File: src/design/hht_ram.sv
// Generic single-write, single-read RAM with registered read data.
// No dependencies.
module hht_ram #(
  parameter int unsigned WIDTH = 8,
  parameter int unsigned DEPTH = 64
) (
  input  logic                     clk,
  input  logic                     we,
  input  logic [$clog2(DEPTH)-1:0] waddr,
  input  logic [WIDTH-1:0]         wdata,
  input  logic [$clog2(DEPTH)-1:0] raddr,
  output logic [WIDTH-1:0]         rdata
);

  logic [WIDTH-1:0] mem [DEPTH];

  // Write port and registered read port
  always_ff @(posedge clk) begin
    if (we) begin
      mem[waddr] <= wdata;
    end
    rdata <= mem[raddr];
  end

endmodule

File: config.mk
export PLATFORM = sky130hd
export DESIGN_NAME = hht_ram
export DESIGN_NICKNAME = d
export VERILOG_FILES = /design/src/design/hht_ram.sv
export SDC_FILE = /design/constraint.sdc
export NUM_CORES = 1
export LEC_CHECK = 0
export ABC_CLOCK_PERIOD_IN_PS = 3650
export BUFFER_PORTS_ARGS = -buffer_cell sky130_fd_sc_hd__buf_4
export CAP_MARGIN = 20
export CELL_PAD_IN_SITES_DETAIL_PLACEMENT = 1
export CELL_PAD_IN_SITES_GLOBAL_PLACEMENT = 2
export CORE_UTILIZATION = 56
export CTS_BUF_LIST = sky130_fd_sc_hd__clkbuf_4
export CTS_CLUSTER_SIZE = 12
export DETAILED_ROUTE_END_ITERATION = 8
export PLACE_DENSITY = 0.84
export SETUP_SLACK_MARGIN = 0.4
export SLEW_MARGIN = 30
export SYNTH_ARGS = -nofsm -noshare
export SYNTH_HDL_FRONTEND = slang
export SYNTH_SLANG_ARGS = --single-unit
File: constraint.sdc
create_clock -name clk -period 3.65 [get_ports clk]
set_clock_uncertainty 0.15 [all_clocks]
set_input_delay 0.1825 -clock clk [delete_from_list [all_inputs] [get_ports clk]]
set_output_delay 0.1825 -clock clk [all_outputs]
set_load 0.05 [all_outputs]
==> results of run 1 <==
area by class of cell:
cell class	count	share of cell area, %
Antenna cell	1	0.01104
Tap cell	461	2.545
Multi-Input combinational cell	369	19.07
Clock buffer	198	6.558
Clock inverter	26	0.4527
Sequential cell	520	68.54
Timing Repair Buffer	74	2.821
worst register-to-register path, delay by kind of cell (launching register included):
kind                   cells  cell delay, ns
multiplexers               2            1.05
buffers and inverters      1            0.56
AND/OR/NAND/NOR            2            0.49
flip-flops                 1            0.38
AO/OA/AOI/OAI              1            0.16
cell families after synthesis:
kind of cell	count (synthesis)	synth area share [%]
AOI/OAI and AO/OA	54	2.072
DFF	520	77.03
muxes	162	15.94
and+or+nand+nor	153	3.387
buffers and inverters	51	1.570
Yosys cell counts, types with 3 or more instances:
cell / count
edfxtp_1: 512
mux4_2: 126
nor2_1: 83
mux2i_1: 23
nand2_1: 19
clkbuf_1: 17
nor2b_1: 14
buf_4: 13
mux2_2: 13
nand3_1: 13
buf_2: 11
dfxtp_1: 8
o221ai_1: 8
o22ai_1: 8
nand2b_1: 7
nor3_1: 7
a221oi_1: 6
a211oi_1: 4
buf_1: 4
buf_6: 4
a21oi_1: 3
a22oi_1: 3
nand3b_1: 3
o2111ai_1: 3
o2bb2ai_1: 3
metal layers:
| layer | GRT usage, % | vias to the layer above | wire length (microns) |
|---|---|---|---|
| li1 | - | 4335 | - |
| met1 | 36.79 | 5423 | 19220 |
| met2 | 43.78 | 477 | 23960 |
| met3 | 6.742 | 93 | 3575 |
| met4 | 11.78 | 2 | 1428 |
| met5 | 0.1374 | - | 13 |
worst paths after layout:
path	startpoint	to	slack [ns]	cells after the start
setup reg to reg	mem[7][2]	rdata[2]	0.76	6
hold / removal	raddr[2]	rdata[3]	0.1	4
hold reg to reg	mem[31][4]	rdata[4]	0.76	3
setup / recovery	mem[7][2]	rdata[2]	0.76	6
flip-flops by register name, indices dropped and copies added (netlist names):
name,flops
rdata,8
mem,512
power by group:
part / switching [mW] / internal, mW
logic: 0.428 / 0.252
registers: 0.0219 / 6.61
clock network: 2.24 / 2.46
total: 2.69 / 9.32
stage by stage:
step / worst slack [ns] / utilization, % / cells / total power [mW]
6_report: 0.7630 / 63.88 / 1649 / 12.01
5_1_grt: 0.6924 / 63.88 / 1649 / 12.41
4_1_cts: 0.8054 / 63.85 / 1648 / 12.10
3_5_place_dp: 0.7423 / 58.78 / 1403 / 7.421
3_3_place_gp: 0.7434 / 58.78 / 1403 / 7.398
2_1_floorplan: 1.650 / - / 940 / 7.139
==> flow_summary.toml, run 1 <==
[outcome]
status = "finished, final reports clean"

[grt]
grt_pass1_wl_microns = 70610
grt_start_max_net_pins = 65
grt_pass1_vias = 11130
antenna_found_initial = 2
grt_util_all_layers_pct = 27.59
grt_remaining_overflow = 0

[pwr]
p_leak_nw = 7.276
vdd_drop_max_v = 0.0003098
p_per_area_mw_per_mm2 = 529.8

[synth]
synth_nets = 962
syn-instance-count = 940
ys_ff_latch = 520
yosys_warnings = 0
synth_top_area_share_pct = 76.24
yosys-top-cells-area = "edfxtp_1 76%, mux4_2 14%, nor2_1 1.5%"
synth_area_sq_mm = 0.02017
synth_cell_types = 40
synth_top_area_cell = "edfxtp_1"
ys.flop_type = "edfxtp_1"
synthArstFlopShare_pct = 0
avgSynthCellArea_sq_um = 21.45
synth_seq_area_share_pct = 77.03
synth_edf_count = 512

[floorplan]
core_area_sq_mm = 0.03548
die_x_microns = 191.8
start_util_pct = 56.84
dieArea_sq_mm = 0.03678
io_pins = 30
dieHeight_microns = 191.8
rows = 69

[timing]
slew_headroom_pct = 30.46
post-route-period-util_pct = 79.10
worstMarginPinSlew_ns = 1.039
tns_ns = 0
max_freq_ghz = 0.3464
whs_ns = 0.09759
hold_violations = 0
setup-violations-final = 0
drv_slew = 0
finalCriticalPeriod_ns = 2.887
rsz0062_at_grt = "false"

[cts]
ctsResizeCount = 0
clkLatencyLatePin_ns = 0.81
clockRootBuffer = "clkbuf_4"
path_clk_slew_ns = 0.08
cts_made_buffers = 135
clockBufferDepth = 3
ctsHoldBuffers = 21
clock_sinks = 520
h-tree-depth = 4
cts_tree = "yes"
post-cts-setup-buffers = 0

[place]
dpl.hpwl_microns = 28490
post_dp_cell_area_sq_mm = 0.02086
io_buffers = 29
gp_congestion = 0.7906

[critical_path]
critPathKind = "register to register"
crit_required_ns = 4.18
cp.arrival_ns = 3.42
cp_slowest_cell = "dlygate4sd3_1"
start_kind = "register"
path_cells = "mux4_2, mux4_2, nor2_1, nor3_1, o2bb2ai_1, dlygate4sd3_1"
worst_path_most_repeated_cell = "mux4_2"
path_max_fanout = 1
crit_buf_inv = 1
slowest_delay_ns = 0.56
end_kind = "register"
path_delay_family = "multiplexers"

[min_path]
hold_path_class = "primary input to register"

[routing]
drt_iter0_markers = 1020
viasPerCell = 6.264
vias = 10330
wire_per_inst_microns = 29.23
wirelength_microns = 48200
drc = 0
ant_nets = 0
drt_first_pass_iters = 5

[cells_and_area]
syn2layout_area_growth_pct = 12.39
mostFrequentLayoutCells = "512 x edfxtp_1, 198 x clkbuf_4, 126 x mux4_2, 80 x nor2_1, 50 x buf_4"
seq_area_sq_mm = 0.01553
nets = 1122
final_common_cell = "edfxtp_1"
multi_input_area_sq_mm = 0.004323
design_area_sq_mm = 0.02267
fillCellCount = 2937
drive_gt1_share_pct = 33.78

[run]
cap_violations = 0
Note: power is estimated with default switching activity, not from simulation.
==> inputs of run 2 (changes only) <==
--- a/config.mk
+++ b/config.mk
@@ -5,16 +5,17 @@
 export SDC_FILE = /design/constraint.sdc
 export NUM_CORES = 1
 export LEC_CHECK = 0
-export ABC_CLOCK_PERIOD_IN_PS = 3650
+export ABC_AREA = 1
+export ABC_CLOCK_PERIOD_IN_PS = 2810
 export BUFFER_PORTS_ARGS = -buffer_cell sky130_fd_sc_hd__buf_4
 export CAP_MARGIN = 20
 export CELL_PAD_IN_SITES_DETAIL_PLACEMENT = 1
 export CELL_PAD_IN_SITES_GLOBAL_PLACEMENT = 2
-export CORE_UTILIZATION = 56
+export CORE_UTILIZATION = 45
 export CTS_BUF_LIST = sky130_fd_sc_hd__clkbuf_4
 export CTS_CLUSTER_SIZE = 12
 export DETAILED_ROUTE_END_ITERATION = 8
-export PLACE_DENSITY = 0.84
+export PLACE_DENSITY = 0.78
 export SETUP_SLACK_MARGIN = 0.4
 export SLEW_MARGIN = 30
 export SYNTH_ARGS = -nofsm -noshare
==> constraint.sdc (replaced) <==
create_clock -name clk -period 2.81 [get_ports clk]
set_clock_uncertainty 0.15 [all_clocks]
set_input_delay 0.1405 -clock clk [delete_from_list [all_inputs] [get_ports clk]]
set_output_delay 0.1405 -clock clk [all_outputs]
set_load 0.05 [all_outputs]
==> flow_summary.toml, run 2 <==
[outcome]
status = "finished, final reports clean"

[timing]
post-route-period-util_pct = 81.98
rsz0062_at_grt = "false"
drv_slew = 0
hold_violations = 0
worstMarginPinSlew_ns = 0.9105
slew_headroom_pct = 39.08
finalCriticalPeriod_ns = 2.304
setup-violations-final = 0
max_freq_ghz = 0.4341
tns_ns = 0

[synth]
synth.most_common_cell = "nand2_1"
yosys_warnings = 0
yosys-top-cells-area = "edfxtp_1 72%, nand2_1 11%, nand3_1 10%"
ys.flop_type = "edfxtp_1"
synth_seq_area_share_pct = 72.80
ys_ff_latch = 520
synth_nets = 1827
avgSynthCellArea_sq_um = 11.82
synth_top_area_cell = "edfxtp_1"
synthArstFlopShare_pct = 0
synth_cell_types = 16
synth_top_area_share_pct = 72.05
synth_area_sq_mm = 0.02134
synth_edf_count = 512
syn-instance-count = 1805
synth_common_cells = "648 x nand2_1, 512 x edfxtp_1, 439 x nand3_1"

[pwr]
comb_power_share_pct = 6.9
pwr-share-seq_pct = 53.0
clockPowerShare_pct = 40.0
p_total_mw = 16.24
intPower_mw = 12.27
p_switching_mw = 3.963
vdd_drop_max_v = 0.0004633
p_per_area_mw_per_mm2 = 671.1
swShare_pct = 24.41
p_leak_nw = 8.975

[routing]
vias = 14550
drc = 0
wire_per_inst_microns = 22.64
viasPerCell = 5.433
drt_first_pass_iters = 5
wirelength_microns = 60660
drt_iter0_markers = 972
ant_nets = 0

[critical_path]
crit_buf_inv = 5
slowest_delay_ns = 0.55
path_max_fanout = 76
end_kind = "register"
path_cells = "dlygate4sd3_1, clkbuf_8, inv_8, buf_12, nand2_1, nand3_1, nand3_1, nand2_1, nand2_1, nand3_1, nand3_1, nand2_1, dlygate4sd3_1"
path_delay_family = "buffers and inverters"
start_kind = "primary input"
cp.arrival_ns = 3.03
cp_slowest_cell = "dlygate4sd3_1"
critPathKind = "primary input to register"
crit_required_ns = 3.54

[floorplan]
dieHeight_microns = 219.8
die_x_microns = 219.8
rows = 79
start_util_pct = 45.74
io_pins = 30
core_area_sq_mm = 0.04665
dieArea_sq_mm = 0.04829

[grt]
grt_pass1_wl_microns = 92200
grt_remaining_overflow = 0
grt_start_max_net_pins = 119
antenna_found_initial = 2
grt_pass1_vias = 15420
grt_util_all_layers_pct = 26.31

[cells_and_area]
mostFrequentLayoutCells = "648 x nand2_1, 512 x edfxtp_1, 439 x nand3_1, 203 x clkbuf_4, 96 x buf_4"
syn2layout_area_growth_pct = 13.39
drive_gt1_share_pct = 15.65
final_common_cell = "nand2_1"
largest_reg_flops = 512
top_regs = "mem (512), rdata (8)"
final_util_pct = 51.86
fillCellCount = 4985
nets = 1990
design_area_sq_mm = 0.02420
top_register = "mem"
fin_cells = 2679

[place]
gp_congestion = 0.7871
dpl.hpwl_microns = 33990
post_dp_cell_area_sq_mm = 0.02219
io_buffers = 29
dpl.cell_count = 2404

[run]
cap_violations = 0

[cts]
clockBufferDepth = 3
h-tree-depth = 4
clkLatencyLatePin_ns = 0.95
clockRootBuffer = "clkbuf_4"
path_clk_slew_ns = 0.06
clock_sinks = 520
cts_tree = "yes"
cts_made_buffers = 140

[min_path]
hold_path_class = "primary input to register"
[run 2: final timing paths]
kind	depth (start not counted)	slack (ns)	start	end
hold reg to reg	8	0.71	mem[38][0]	rdata[0]
setup reg to reg	9	0.76	mem[30][4]	rdata[4]
setup / recovery	13	0.51	raddr[0]	rdata[4]
hold / removal	5	0.11	raddr[5]	rdata[6]
[run 2: power by group through the flow]
stage               combinational (mW)  sequential, mW  clock (mW)
global route                      1.23            8.61        7.00
CTS                               1.14            8.61        6.67
global placement                  1.08            8.77           0
floorplan                        0.603            8.82           0
detailed placement                1.10            8.77           0
finish                            1.13            8.61        6.50
[run 2: timing repair]
item,in CTS,in global routing
setup buffers,0,0
endpoints found under the setup margin,0,0
resized for setup,0,0
hold buffers,29,0
endpoints found under the hold margin,1010,0
[run 2: through the flow]
step / setup WS [ns] / hold slack, ns
final: 0.5063 / 0.1125
after global routing: 0.4513 / 0.05114
after global placement: 0.5698 / 0.3324
after CTS: 0.5959 / 0.01340
after detailed placement: 0.5107 / 0.3284
after floorplan: 0.7534 / 0.08937
[run 2: final cells by class]
cell class              instances  area [sq um]  share of cell area (%)
diodes                          2         5.005                 0.02068
well taps                     607         759.5                   3.139
multi-input cells            1160          4946                   20.44
inverters                      12         55.05                  0.2275
flip-flops and latches        520         15530                   64.20
repair buffers                134          1185                   4.897
clock inverters                41         187.7                  0.7756
clock buffers                 203          1524                   6.298
[run 2: cells by family after synthesis]
kind of cell           share of synthesized area [%]
flip-flops                                     72.80
buffers and inverters                          4.022
AND/OR/NAND/NOR                                23.18
[run 2: worst register-to-register path, cell delays in order (launching register included)]
cell and delay (ns):
edfxtp_1 0.37, nand2_1 0.09, nand3_1 0.09, nand3_1 0.10
nand2_1 0.09, nand2_1 0.07, nand3_1 0.14, nand3_1 0.20
nand2_1 0.07, dlygate4sd3_1 0.56
[run 2: per-layer routing]
metal	GRT usage [%]	wire, microns	part of all wire [%]	up-vias
met4	11.01	1655	2.7	0
met2	43.00	29760	49	367
met1	33.89	26480	44	7315
li1	-	-	-	6767
met5	0	0	0	-
met3	5.797	2764	4.6	105
